**src/sv/sbh_pkg.sv**
```systemverilog
// Shared types, constants and round functions for the SHA-256 byte stream hasher.
// Depends on nothing; every other file but sbh_fifo refers to it by scoped names.
package sbh_pkg;

    // Input item as it arrives on the push side
    typedef struct packed {
        logic       req_type;
        logic       byte_present;
        logic [7:0] data_byte;
    } in_item_t;

    // Result item as it leaves on the pop side
    typedef struct packed {
        logic [63:0] digest_word;
        logic [1:0]  word_index;
        logic        last_word;
    } out_item_t;

    // Classified operation passed from the front end to the engine
    typedef struct packed {
        logic       finish;
        logic       has_byte;
        logic [7:0] data;
    } op_t;

    localparam int OP_QUEUE_DEPTH  = 4;
    localparam int RES_QUEUE_DEPTH = 4;

    localparam int         ROUNDS      = 64;
    localparam int         BLOCK_BYTES = 64;
    localparam logic [7:0] PAD_MARK    = 8'h80;
    localparam logic [5:0] LEN_OFFSET  = 6'd56;

    localparam logic [31:0] INIT_HASH [8] = '{
        32'h6a09e667, 32'hbb67ae85, 32'h3c6ef372, 32'ha54ff53a,
        32'h510e527f, 32'h9b05688c, 32'h1f83d9ab, 32'h5be0cd19
    };

    localparam logic [31:0] ROUND_K [ROUNDS] = '{
        32'h428a2f98, 32'h71374491, 32'hb5c0fbcf, 32'he9b5dba5,
        32'h3956c25b, 32'h59f111f1, 32'h923f82a4, 32'hab1c5ed5,
        32'hd807aa98, 32'h12835b01, 32'h243185be, 32'h550c7dc3,
        32'h72be5d74, 32'h80deb1fe, 32'h9bdc06a7, 32'hc19bf174,
        32'he49b69c1, 32'hefbe4786, 32'h0fc19dc6, 32'h240ca1cc,
        32'h2de92c6f, 32'h4a7484aa, 32'h5cb0a9dc, 32'h76f988da,
        32'h983e5152, 32'ha831c66d, 32'hb00327c8, 32'hbf597fc7,
        32'hc6e00bf3, 32'hd5a79147, 32'h06ca6351, 32'h14292967,
        32'h27b70a85, 32'h2e1b2138, 32'h4d2c6dfc, 32'h53380d13,
        32'h650a7354, 32'h766a0abb, 32'h81c2c92e, 32'h92722c85,
        32'ha2bfe8a1, 32'ha81a664b, 32'hc24b8b70, 32'hc76c51a3,
        32'hd192e819, 32'hd6990624, 32'hf40e3585, 32'h106aa070,
        32'h19a4c116, 32'h1e376c08, 32'h2748774c, 32'h34b0bcb5,
        32'h391c0cb3, 32'h4ed8aa4a, 32'h5b9cca4f, 32'h682e6ff3,
        32'h748f82ee, 32'h78a5636f, 32'h84c87814, 32'h8cc70208,
        32'h90befffa, 32'ha4506ceb, 32'hbef9a3f7, 32'hc67178f2
    };

    function automatic logic [31:0] rotr(input logic [31:0] x, input int n);
        return (x >> n) | (x << (32 - n));
    endfunction

    function automatic logic [31:0] big_sigma0(input logic [31:0] x);
        return rotr(x, 2) ^ rotr(x, 13) ^ rotr(x, 22);
    endfunction

    function automatic logic [31:0] big_sigma1(input logic [31:0] x);
        return rotr(x, 6) ^ rotr(x, 11) ^ rotr(x, 25);
    endfunction

    function automatic logic [31:0] small_sigma0(input logic [31:0] x);
        return rotr(x, 7) ^ rotr(x, 18) ^ (x >> 3);
    endfunction

    function automatic logic [31:0] small_sigma1(input logic [31:0] x);
        return rotr(x, 17) ^ rotr(x, 19) ^ (x >> 10);
    endfunction

    function automatic logic [31:0] choose(input logic [31:0] e, input logic [31:0] f,
                                           input logic [31:0] g);
        return (e & f) ^ (~e & g);
    endfunction

    function automatic logic [31:0] majority(input logic [31:0] a, input logic [31:0] b,
                                             input logic [31:0] c);
        return (a & b) ^ (a & c) ^ (b & c);
    endfunction

endpackage

```
**src/sv/sha256_byte_stream_hasher_core.sv**
```systemverilog
// Top level of the SHA-256 byte stream hasher: front end, operation queue,
// compression engine and result queue. Depends on sbh_pkg, sbh_front,
// sbh_engine and sbh_fifo.
//
//   channel  | handshake        | payload
//   ---------+------------------+-------------------------------------------
//   input    | push / full      | item: req_type, byte_present, data_byte
//   result   | pop / empty      | result: digest_word, word_index, last_word
//
// Each byte is packed into the schedule window; every 64th byte starts the
// 64 rounds of a block (one SHA round per cycle) and a chaining step, during
// which no byte is taken. A finish appends the padding bytes (9 to 72), with a
// step to turn to the length bytes, runs one or two compressions and then
// writes the four digest words into the result queue.
// Items with no byte and no finish are accepted and dropped in the front end.
// Reset restores the initial hash values and empties both queues; a full
// result queue stalls the engine, which then backs up the operation queue.
module sha256_byte_stream_hasher_core #(
    parameter int OP_DEPTH  = sbh_pkg::OP_QUEUE_DEPTH,
    parameter int RES_DEPTH = sbh_pkg::RES_QUEUE_DEPTH
) (
    input  logic               clk,
    input  logic               rst_n,
    input  logic               push,
    input  sbh_pkg::in_item_t  item,
    output logic               full,
    input  logic               pop,
    output sbh_pkg::out_item_t result,
    output logic               empty
);

    localparam int RES_W = $bits(sbh_pkg::out_item_t);

    sbh_pkg::op_t       op;
    logic               op_empty;
    logic               op_pop;
    logic               res_full;
    logic               res_push;
    sbh_pkg::out_item_t res;
    logic [RES_W-1:0]   res_rdata;

    sbh_front #(
        .DEPTH (OP_DEPTH)
    ) u_front (
        .clk      (clk),
        .rst_n    (rst_n),
        .push     (push),
        .item     (item),
        .full     (full),
        .op_pop   (op_pop),
        .op       (op),
        .op_empty (op_empty)
    );

    sbh_engine u_engine (
        .clk      (clk),
        .rst_n    (rst_n),
        .op_empty (op_empty),
        .op       (op),
        .op_pop   (op_pop),
        .res_full (res_full),
        .res_push (res_push),
        .res      (res)
    );

    sbh_fifo #(
        .WIDTH (RES_W),
        .DEPTH (RES_DEPTH)
    ) u_res_queue (
        .clk   (clk),
        .rst_n (rst_n),
        .push  (res_push),
        .wdata (res),
        .full  (res_full),
        .pop   (pop),
        .rdata (res_rdata),
        .empty (empty)
    );

    assign result = res_rdata;

endmodule

```
**src/sv/sbh_fifo.sv**
```systemverilog
// Small synchronous queue with push/full and pop/empty sides.
// Standalone; used for the operation queue and the result queue.
module sbh_fifo #(
    parameter int WIDTH = 8,
    parameter int DEPTH = 4
) (
    input  logic             clk,
    input  logic             rst_n,
    input  logic             push,
    input  logic [WIDTH-1:0] wdata,
    output logic             full,
    input  logic             pop,
    output logic [WIDTH-1:0] rdata,
    output logic             empty
);

    localparam int PW = $clog2(DEPTH);
    localparam int CW = $clog2(DEPTH + 1);

    logic [WIDTH-1:0] mem_reg [DEPTH];
    logic [PW-1:0]    wr_ptr_reg;
    logic [PW-1:0]    rd_ptr_reg;
    logic [CW-1:0]    count_reg;
    logic             do_push;
    logic             do_pop;

    assign full    = (count_reg == CW'(DEPTH));
    assign empty   = (count_reg == '0);
    assign do_push = push & ~full;
    assign do_pop  = pop & ~empty;
    assign rdata   = mem_reg[rd_ptr_reg];

    // Store the pushed entry
    always_ff @(posedge clk)
    begin
        if (do_push)
        begin
            mem_reg[wr_ptr_reg] <= wdata;
        end
    end

    // Advance pointers and track occupancy
    always_ff @(posedge clk or negedge rst_n)
    begin
        if (!rst_n)
        begin
            wr_ptr_reg <= '0;
            rd_ptr_reg <= '0;
            count_reg  <= '0;
        end
        else
        begin
            if (do_push)
            begin
                wr_ptr_reg <= (wr_ptr_reg == PW'(DEPTH - 1)) ? '0 : wr_ptr_reg + 1'b1;
            end
            if (do_pop)
            begin
                rd_ptr_reg <= (rd_ptr_reg == PW'(DEPTH - 1)) ? '0 : rd_ptr_reg + 1'b1;
            end
            case ({do_push, do_pop})
                2'b10:   count_reg <= count_reg + 1'b1;
                2'b01:   count_reg <= count_reg - 1'b1;
                default: count_reg <= count_reg;
            endcase
        end
    end

endmodule

```
**src/sv/sbh_front.sv**
```systemverilog
// Front end: accepts input items, drops those that carry no byte and no
// finish, and queues the rest as operations. Depends on sbh_pkg and sbh_fifo.
module sbh_front #(
    parameter int DEPTH = sbh_pkg::OP_QUEUE_DEPTH
) (
    input  logic              clk,
    input  logic              rst_n,
    input  logic              push,
    input  sbh_pkg::in_item_t item,
    output logic              full,
    input  logic              op_pop,
    output sbh_pkg::op_t      op,
    output logic              op_empty
);

    localparam int OP_W = $bits(sbh_pkg::op_t);

    sbh_pkg::op_t    op_in;
    logic            keep;
    logic [OP_W-1:0] op_rdata;

    // Classify: only items that add a byte or end the message reach the engine
    always_comb
    begin
        op_in.finish   = item.req_type;
        op_in.has_byte = item.byte_present;
        op_in.data     = item.data_byte;
        keep           = item.req_type | item.byte_present;
    end

    sbh_fifo #(
        .WIDTH (OP_W),
        .DEPTH (DEPTH)
    ) u_op_queue (
        .clk   (clk),
        .rst_n (rst_n),
        .push  (push & keep),
        .wdata (op_in),
        .full  (full),
        .pop   (op_pop),
        .rdata (op_rdata),
        .empty (op_empty)
    );

    assign op = op_rdata;

endmodule

```
**src/sv/sbh_engine.sv**
```systemverilog
// Back end: packs bytes into the message schedule window, pads, runs the
// 64-round compression one round per cycle and emits the digest words.
// Depends on sbh_pkg.
module sbh_engine (
    input  logic               clk,
    input  logic               rst_n,
    input  logic               op_empty,
    input  sbh_pkg::op_t       op,
    output logic               op_pop,
    input  logic               res_full,
    output logic               res_push,
    output sbh_pkg::out_item_t res
);

    localparam logic [2:0] S_IDLE     = 3'd0;
    localparam logic [2:0] S_PAD_MARK = 3'd1;
    localparam logic [2:0] S_PAD_ZERO = 3'd2;
    localparam logic [2:0] S_PAD_LEN  = 3'd3;
    localparam logic [2:0] S_COMP     = 3'd4;
    localparam logic [2:0] S_FIN      = 3'd5;
    localparam logic [2:0] S_EMIT     = 3'd6;

    localparam logic [5:0] LAST_ROUND = 6'(sbh_pkg::ROUNDS - 1);
    localparam logic [5:0] LAST_BYTE  = 6'(sbh_pkg::BLOCK_BYTES - 1);

    logic [2:0]  state_reg, state_next;
    logic [2:0]  ret_reg, ret_next;
    logic [5:0]  fill_reg, fill_next;
    logic [5:0]  round_reg, round_next;
    logic [2:0]  lenc_reg, lenc_next;
    logic [1:0]  emit_reg, emit_next;
    logic [63:0] bits_reg, bits_next;
    logic [23:0] acc_reg, acc_next;
    logic [31:0] w_reg [16];
    logic [31:0] w_next [16];
    logic [31:0] hash_reg [8];
    logic [31:0] hash_next [8];
    logic [31:0] v_reg [8];
    logic [31:0] v_next [8];

    logic        push_en;
    logic [7:0]  push_byte;
    logic [2:0]  after;
    logic [31:0] t1;
    logic [31:0] t2;
    logic [31:0] sched_word;

    // Round datapath and schedule expansion
    always_comb
    begin
        t1 = v_reg[7] + sbh_pkg::big_sigma1(v_reg[4])
           + sbh_pkg::choose(v_reg[4], v_reg[5], v_reg[6])
           + sbh_pkg::ROUND_K[round_reg] + w_reg[0];
        t2 = sbh_pkg::big_sigma0(v_reg[0]) + sbh_pkg::majority(v_reg[0], v_reg[1], v_reg[2]);
        sched_word = w_reg[0] + sbh_pkg::small_sigma0(w_reg[1]) + w_reg[9]
                   + sbh_pkg::small_sigma1(w_reg[14]);
    end

    // Drive the digest word selected by the emit counter
    always_comb
    begin
        res.digest_word = {hash_reg[{emit_reg, 1'b0}], hash_reg[{emit_reg, 1'b1}]};
        res.word_index  = emit_reg;
        res.last_word   = (emit_reg == 2'd3);
    end

    // Sequence bytes, padding, rounds and emission
    always_comb
    begin
        state_next = state_reg;
        ret_next   = ret_reg;
        fill_next  = fill_reg;
        round_next = round_reg;
        lenc_next  = lenc_reg;
        emit_next  = emit_reg;
        bits_next  = bits_reg;
        acc_next   = acc_reg;
        for (int i = 0; i < 16; i++)
        begin
            w_next[i] = w_reg[i];
        end
        for (int i = 0; i < 8; i++)
        begin
            hash_next[i] = hash_reg[i];
            v_next[i]    = v_reg[i];
        end
        push_en   = 1'b0;
        push_byte = 8'h00;
        op_pop    = 1'b0;
        res_push  = 1'b0;
        after     = state_reg;

        case (state_reg)
            S_IDLE:
            begin
                if (!op_empty)
                begin
                    op_pop = 1'b1;
                    if (op.has_byte)
                    begin
                        push_en   = 1'b1;
                        push_byte = op.data;
                        bits_next = bits_reg + 64'd8;
                    end
                    after = op.finish ? S_PAD_MARK : S_IDLE;
                end
            end
            S_PAD_MARK:
            begin
                push_en   = 1'b1;
                push_byte = sbh_pkg::PAD_MARK;
                after     = S_PAD_ZERO;
            end
            S_PAD_ZERO:
            begin
                if (fill_reg == sbh_pkg::LEN_OFFSET)
                begin
                    lenc_next = '0;
                    after     = S_PAD_LEN;
                end
                else
                begin
                    push_en = 1'b1;
                    after   = S_PAD_ZERO;
                end
            end
            S_PAD_LEN:
            begin
                // Rotate the bit count so its top byte goes out first
                push_en   = 1'b1;
                push_byte = bits_reg[63:56];
                bits_next = {bits_reg[55:0], bits_reg[63:56]};
                lenc_next = lenc_reg + 1'b1;
                after     = (lenc_reg == 3'd7) ? S_EMIT : S_PAD_LEN;
            end
            S_COMP:
            begin
                v_next[7] = v_reg[6];
                v_next[6] = v_reg[5];
                v_next[5] = v_reg[4];
                v_next[4] = v_reg[3] + t1;
                v_next[3] = v_reg[2];
                v_next[2] = v_reg[1];
                v_next[1] = v_reg[0];
                v_next[0] = t1 + t2;
                for (int i = 0; i < 15; i++)
                begin
                    w_next[i] = w_reg[i + 1];
                end
                w_next[15] = sched_word;
                round_next = round_reg + 1'b1;
                after      = (round_reg == LAST_ROUND) ? S_FIN : S_COMP;
            end
            S_FIN:
            begin
                for (int i = 0; i < 8; i++)
                begin
                    hash_next[i] = hash_reg[i] + v_reg[i];
                end
                after = ret_reg;
            end
            S_EMIT:
            begin
                if (!res_full)
                begin
                    res_push  = 1'b1;
                    emit_next = emit_reg + 1'b1;
                    if (emit_reg == 2'd3)
                    begin
                        for (int i = 0; i < 8; i++)
                        begin
                            hash_next[i] = sbh_pkg::INIT_HASH[i];
                        end
                        bits_next = '0;
                        after     = S_IDLE;
                    end
                end
            end
            default:
            begin
                after = S_IDLE;
            end
        endcase

        state_next = after;

        // Pack the byte; shift each full word into the window; start a block
        if (push_en)
        begin
            acc_next  = {acc_reg[15:0], push_byte};
            fill_next = fill_reg + 1'b1;
            if (fill_reg[1:0] == 2'b11)
            begin
                for (int i = 0; i < 15; i++)
                begin
                    w_next[i] = w_reg[i + 1];
                end
                w_next[15] = {acc_reg, push_byte};
            end
            if (fill_reg == LAST_BYTE)
            begin
                state_next = S_COMP;
                ret_next   = after;
                round_next = '0;
                for (int i = 0; i < 8; i++)
                begin
                    v_next[i] = hash_reg[i];
                end
            end
        end
    end

    // Control and chaining state
    always_ff @(posedge clk or negedge rst_n)
    begin
        if (!rst_n)
        begin
            state_reg <= S_IDLE;
            ret_reg   <= S_IDLE;
            fill_reg  <= '0;
            round_reg <= '0;
            lenc_reg  <= '0;
            emit_reg  <= '0;
            bits_reg  <= '0;
            for (int i = 0; i < 8; i++)
            begin
                hash_reg[i] <= sbh_pkg::INIT_HASH[i];
            end
        end
        else
        begin
            state_reg <= state_next;
            ret_reg   <= ret_next;
            fill_reg  <= fill_next;
            round_reg <= round_next;
            lenc_reg  <= lenc_next;
            emit_reg  <= emit_next;
            bits_reg  <= bits_next;
            for (int i = 0; i < 8; i++)
            begin
                hash_reg[i] <= hash_next[i];
            end
        end
    end

    // Working variables, schedule window and partial word
    always_ff @(posedge clk)
    begin
        acc_reg <= acc_next;
        for (int i = 0; i < 16; i++)
        begin
            w_reg[i] <= w_next[i];
        end
        for (int i = 0; i < 8; i++)
        begin
            v_reg[i] <= v_next[i];
        end
    end

`ifndef NO_ASSERTIONS
    a_emit_block_empty: assert property (@(posedge clk) disable iff (!rst_n)
        state_reg == S_EMIT |-> fill_reg == '0)
        else $error("digest emitted with a partly filled block");

    a_last_round_fin: assert property (@(posedge clk) disable iff (!rst_n)
        state_reg == S_COMP && round_reg == LAST_ROUND |=> state_reg == S_FIN)
        else $error("compression did not finish after the last round");

    a_push_only_emit: assert property (@(posedge clk) disable iff (!rst_n)
        res_push |-> state_reg == S_EMIT && !res_full)
        else $error("result pushed outside emission");

    a_pop_only_idle: assert property (@(posedge clk) disable iff (!rst_n)
        op_pop |-> state_reg == S_IDLE && !op_empty)
        else $error("operation taken while busy");
`endif

endmodule
```
**config.mk**
```make
export PLATFORM = sky130hd
export DESIGN_NAME = sha256_byte_stream_hasher_core
export DESIGN_NICKNAME = d
export VERILOG_FILES = /design/src/sv/sbh_pkg.sv /design/src/sv/sha256_byte_stream_hasher_core.sv /design/src/sv/sbh_fifo.sv /design/src/sv/sbh_front.sv /design/src/sv/sbh_engine.sv
export SDC_FILE = /design/constraint.sdc
export NUM_CORES = 2
export LEC_CHECK = 0
export BUFFER_PORTS_ARGS = -buffer_cell sky130_fd_sc_hd__buf_2
export CAP_MARGIN = 30
export CORE_UTILIZATION = 53
export CTS_CLUSTER_DIAMETER = 40
export DETAILED_ROUTE_END_ITERATION = 12
export MAX_ROUTING_LAYER = met4
export PLACE_DENSITY_LB_ADDON = 0.2
export SLEW_MARGIN = 10
export SYNTH_ARGS = -nofsm -noshare
export SYNTH_HDL_FRONTEND = slang
export SYNTH_SLANG_ARGS = --single-unit
```
**constraint.sdc**
```tcl
create_clock -name clk -period 7.99 [get_ports clk]
set_clock_uncertainty 0.1 [all_clocks]
set_input_delay 0 -clock clk [delete_from_list [all_inputs] [get_ports clk]]
set_output_delay 0 -clock clk [all_outputs]
set_load 0.03 [all_outputs]
```
==> impl_summary.log <==
INFO  metric drt-pass1-iter-count = 6
INFO  metric startpoint_type = flop
INFO  metric synth_async_sr_flop_share = 24.50%
INFO  metric worstSetupPathType = flop to flop
INFO  metric final_period_utilization = 99.25%
INFO  metric setup_viol_count_final = 0
INFO  metric detail_route.drc_violations = 0
INFO  metric grt-ovfl-total = 0
INFO  metric clk_transition_reported_paths = 0.06 ns
INFO  metric clock_tree_from_tritoncts = built
INFO  metric yosysSeqAreaShare = 41.57%
INFO  metric slew_headroom = 32.27%
INFO  metric grtUsageTotal = 35.91%
INFO  metric postSynthNetCount = 9860
INFO  metric die_width = 397.4 um
INFO  metric synth.ff_latch_count = 1457
INFO  metric worst_hold_slack = 0.04506 ns
INFO  metric timing.fmax = 126.1 MHz
INFO  metric wl_met2 = 128600 um
INFO  metric drive_gt1_share = 16.14%
INFO  metric yosys_warnings = 0
INFO  metric largest_register_ff_count = 512
INFO  metric biggest_area_consumer_among_synthesized_cells = sky130_fd_sc_hd__dfxtp_1
INFO  metric synth_enable_flop_cells = 332
INFO  metric data_required_time_of_the_critical_path = 8.58 ns
INFO  metric detail_route.wl_per_cell = 23.53 um
INFO  metric tritoncts_num_sinks = 1457
INFO  metric place.gp.congestion = 0.9898
INFO  metric floorplan.initialDensity = 53.60%
INFO  metric cts_max_level = 4
INFO  metric syn-instance-count = 9237
INFO  metric finalCriticalPeriod = 7.930 ns
INFO  metric cts_buffers = 210
INFO  metric cts_root_buffer = sky130_fd_sc_hd__clkbuf_16
INFO  metric buffer_ports.inserted = 82
INFO  metric synth_top_cells_by_area = sky130_fd_sc_hd__dfxtp_1, sky130_fd_sc_hd__edfxtp_1, sky130_fd_sc_hd__nand2_1
INFO  metric timing.critical_path.to_type = flop
INFO  metric route.antenna.remaining_nets = 0
INFO  metric grt_antenna_before_repair = 9
INFO  metric route.final.wire_length = 278200 um
INFO  metric area.growth.synth_to_final = 17.64%
INFO  metric design.final.nets = 10210
INFO  metric worstPathMaxFanout = 6
INFO  metric synthesis.area = 0.08286 mm^2
INFO  metric vias = 69670
INFO  metric finish.cell_count_without_fillers = 11820
INFO  metric fp.dieH = 397.4 um
INFO  metric io_pins = 83
INFO  metric timing.critical_path.slowest_cell_delay = 0.51 ns
INFO  metric critical_path.slowest_cell = sky130_fd_sc_hd__fa_2
INFO  metric first_global_vias = 67270
INFO  metric ys_types = 99
INFO  metric detailedPlacementHpwl = 205100 um
INFO  metric routed.top_layer = met4
INFO  metric routed-wl-met3 = 17540 um
INFO  metric final_hold_viol_count = 0
INFO  metric netlist.area_leader.share = 18.55%
INFO  metric rsz_0062_raised_after_global_routing = true
INFO  metric final_slew_violations = 0
INFO  metric synth_ff_type = sky130_fd_sc_hd__dfxtp_1
INFO  metric met1Wirelength = 118100 um
INFO  metric cts-root-to-sink-buffers = 3
INFO  metric area_of_placed_instances = 0.08818 mm^2
INFO  metric avgSynthCellArea = 8.971 um^2
INFO  metric critical-path-top-delay-family = compound AO/OA/AOI/OAI gates
INFO  metric timing.critical_path.arrival = 8.52 ns
INFO  metric detailedRoute.firstIterationViolations = 6241
INFO  metric viasPerCell = 5.893
INFO  metric cap_viol_max_count = 0
INFO  metric maximum_number_of_pins_on_one_net_before_global_route_repair = 194
INFO  metric first_pass_grt_wire_length = 416900 um
INFO  metric final_cell_area = 0.09748 mm^2
INFO  metric post-place-cells = 11350
INFO  metric outcome = finished, final reports clean
INFO  metric timing.critical_path.buf_inv = 7
INFO  metric core_area = 0.1546 mm^2
INFO  metric die-area = 0.1579 mm^2
INFO  metric hold_path.class = primary input to flop
INFO  metric worst_skew_pair.late_latency = 0.85 ns
INFO  metric worst_slew_pin_slew = 1.016 ns
INFO  metric placementRows = 144
## path summary, 6_finish.rpt
path / to / cells after the start / start / slack [ns]
worst max-delay path: u_engine.v_reg[0][31]$_DFF_P_ / 38 / u_engine.round_reg[1]$_DFF_PN0_ / 0.06
worst min-delay path: u_res_queue.rd_ptr_reg[0]$_DFFE_PN0P_ / 4 / pop / 0.05
worst max register to register: u_engine.v_reg[0][31]$_DFF_P_ / 38 / u_engine.round_reg[1]$_DFF_PN0_ / 0.06
worst min register to register: u_engine.w_reg[1][215]$_DFF_P_ / 2 / u_engine.w_reg[1][247]$_DFF_P_ / 0.32
max in group asynchronous: u_engine.fill_reg[0]$_DFFE_PN0P_ / 5 / rst_n / 5.85
min in group asynchronous: u_engine.round_reg[5]$_DFF_PN0_ / 4 / rst_n / 0.43
## per-stage QoR
step | util (%) | TNS, ns | setup slack [ns]
after floorplan | - | 0 | 0.006022
after global placement | 57.00 | -10.49 | -0.7646
after detailed placement | 57.04 | -13.37 | -0.8577
after CTS | 62.36 | 0 | 0.0005427
after global routing | 63.05 | -1.271 | -0.2780
final | 63.06 | 0 | 0.06019
## kinds of logic after synthesis
kind of cell / after synthesis / share of synthesized area [%]
and+or+nand+nor: 3431 / 17.05
xor gates and xnor gates: 580 / 6.131
DFF: 1457 / 41.57
AOI/OAI and AO/OA: 2061 / 15.34
adders and majority gates: 635 / 11.29
buffers and inverters: 874 / 3.971
muxes: 199 / 4.642
## per-layer routing
layer / vias to the layer above / GRT usage [%]
li1: 32610 / -
met1: 34050 / 46.88
met2: 2488 / 56.09
met3: 515 / 4.460
met4: 0 / 15.82
met5: - / -
## what timing repair did
item,CTS,global route
hold endpoints to repair,265,0
gates resized for setup,101,169
buffers inserted,7,28
setup endpoints to repair,31,31
pin swaps,27,82
hold buffers,25,0
## worst register-to-register path: cells and delay by family (launching register included)
| family | cells | cell delay [ns] |
|---|---|---|
| XOR/XNOR | 3 | 0.48 |
| AO/OA/AOI/OAI | 16 | 2.99 |
| adder cells (fa/ha/maj) | 7 | 2.71 |
| flip-flops | 1 | 0.43 |
| AND/OR/NAND/NOR | 5 | 0.47 |
| buffers and inverters | 7 | 0.68 |
## placed cells by master (no fill, tap or decap), types with 24 or more instances in the layout
cell and n:
sky130_fd_sc_hd__o21bai_1 55, sky130_fd_sc_hd__nand2_1 2213, sky130_fd_sc_hd__a31oi_1 259, sky130_fd_sc_hd__and2_1 25
sky130_fd_sc_hd__mux4_2 147, sky130_fd_sc_hd__inv_1 307, sky130_fd_sc_hd__a21oi_2 30, sky130_fd_sc_hd__buf_4 537
sky130_fd_sc_hd__o21ai_0 489, sky130_fd_sc_hd__a22oi_1 38, sky130_fd_sc_hd__fa_1 193, sky130_fd_sc_hd__o211ai_1 28
sky130_fd_sc_hd__nand2b_1 62, sky130_fd_sc_hd__nand3_1 95, sky130_fd_sc_hd__mux2i_1 40, sky130_fd_sc_hd__a21o_1 178
sky130_fd_sc_hd__edfxtp_1 332, sky130_fd_sc_hd__nand4_1 38, sky130_fd_sc_hd__buf_2 81, sky130_fd_sc_hd__clkinv_4 25
sky130_fd_sc_hd__xnor2_1 378, sky130_fd_sc_hd__nor2_1 654, sky130_fd_sc_hd__xor2_1 187, sky130_fd_sc_hd__or3_1 29
sky130_fd_sc_hd__maj3_1 26, sky130_fd_sc_hd__dfstp_2 136, sky130_fd_sc_hd__and3_1 59, sky130_fd_sc_hd__a21oi_1 538
sky130_fd_sc_hd__dfrtp_1 212, sky130_fd_sc_hd__o21ai_1 51, sky130_fd_sc_hd__dfxtp_1 768, sky130_fd_sc_hd__ha_4 26
sky130_fd_sc_hd__o21a_1 57, sky130_fd_sc_hd__ha_1 382, sky130_fd_sc_hd__clkbuf_16 211, sky130_fd_sc_hd__dlygate4sd3_1 24
sky130_fd_sc_hd__a211oi_1 41, sky130_fd_sc_hd__nor3_1 81, sky130_fd_sc_hd__inv_6 38, sky130_fd_sc_hd__nor2b_1 50
## area by class of cell
class	count	area [um^2]
Timing Repair Buffer	691	5508
Clock buffer	236	5444
Inverter	317	1196
Multi-Input combinational cell	6906	46260
Fill cell	12940	57110
Clock inverter	166	2027
Tap cell	2044	2557
Antenna cell	6	15.01
Sequential cell	1457	34470
## synth_stat cells, drive strengths merged (14+ instances only)
master / number
mux4: 147
nor2b: 55
a21o: 178
fa: 197
nor3: 82
dfstp: 136
o21a: 58
o22ai: 20
o22a: 16
ha: 412
a22o: 22
and2: 35
xor2: 188
o31ai: 26
buf: 81
edfxtp: 332
nand4: 38
nand2: 2221
dfrtp: 221
inv: 315
and3: 62
or3: 29
clkbuf: 476
o21ai: 556
or2: 15
o311ai: 14
a211o: 20
dfxtp: 768
xnor2: 392
a211oi: 46
o211ai: 29
maj3: 26
a22oi: 38
o21bai: 56
nor2: 668
nand2b: 64
mux2i: 40
a21oi: 571
nand3: 97
nor4: 17
a31oi: 266
Power is left out: the tool's default activity adds up to more than one toggle a clock period on the data nets, which glitch-free logic cannot reach.
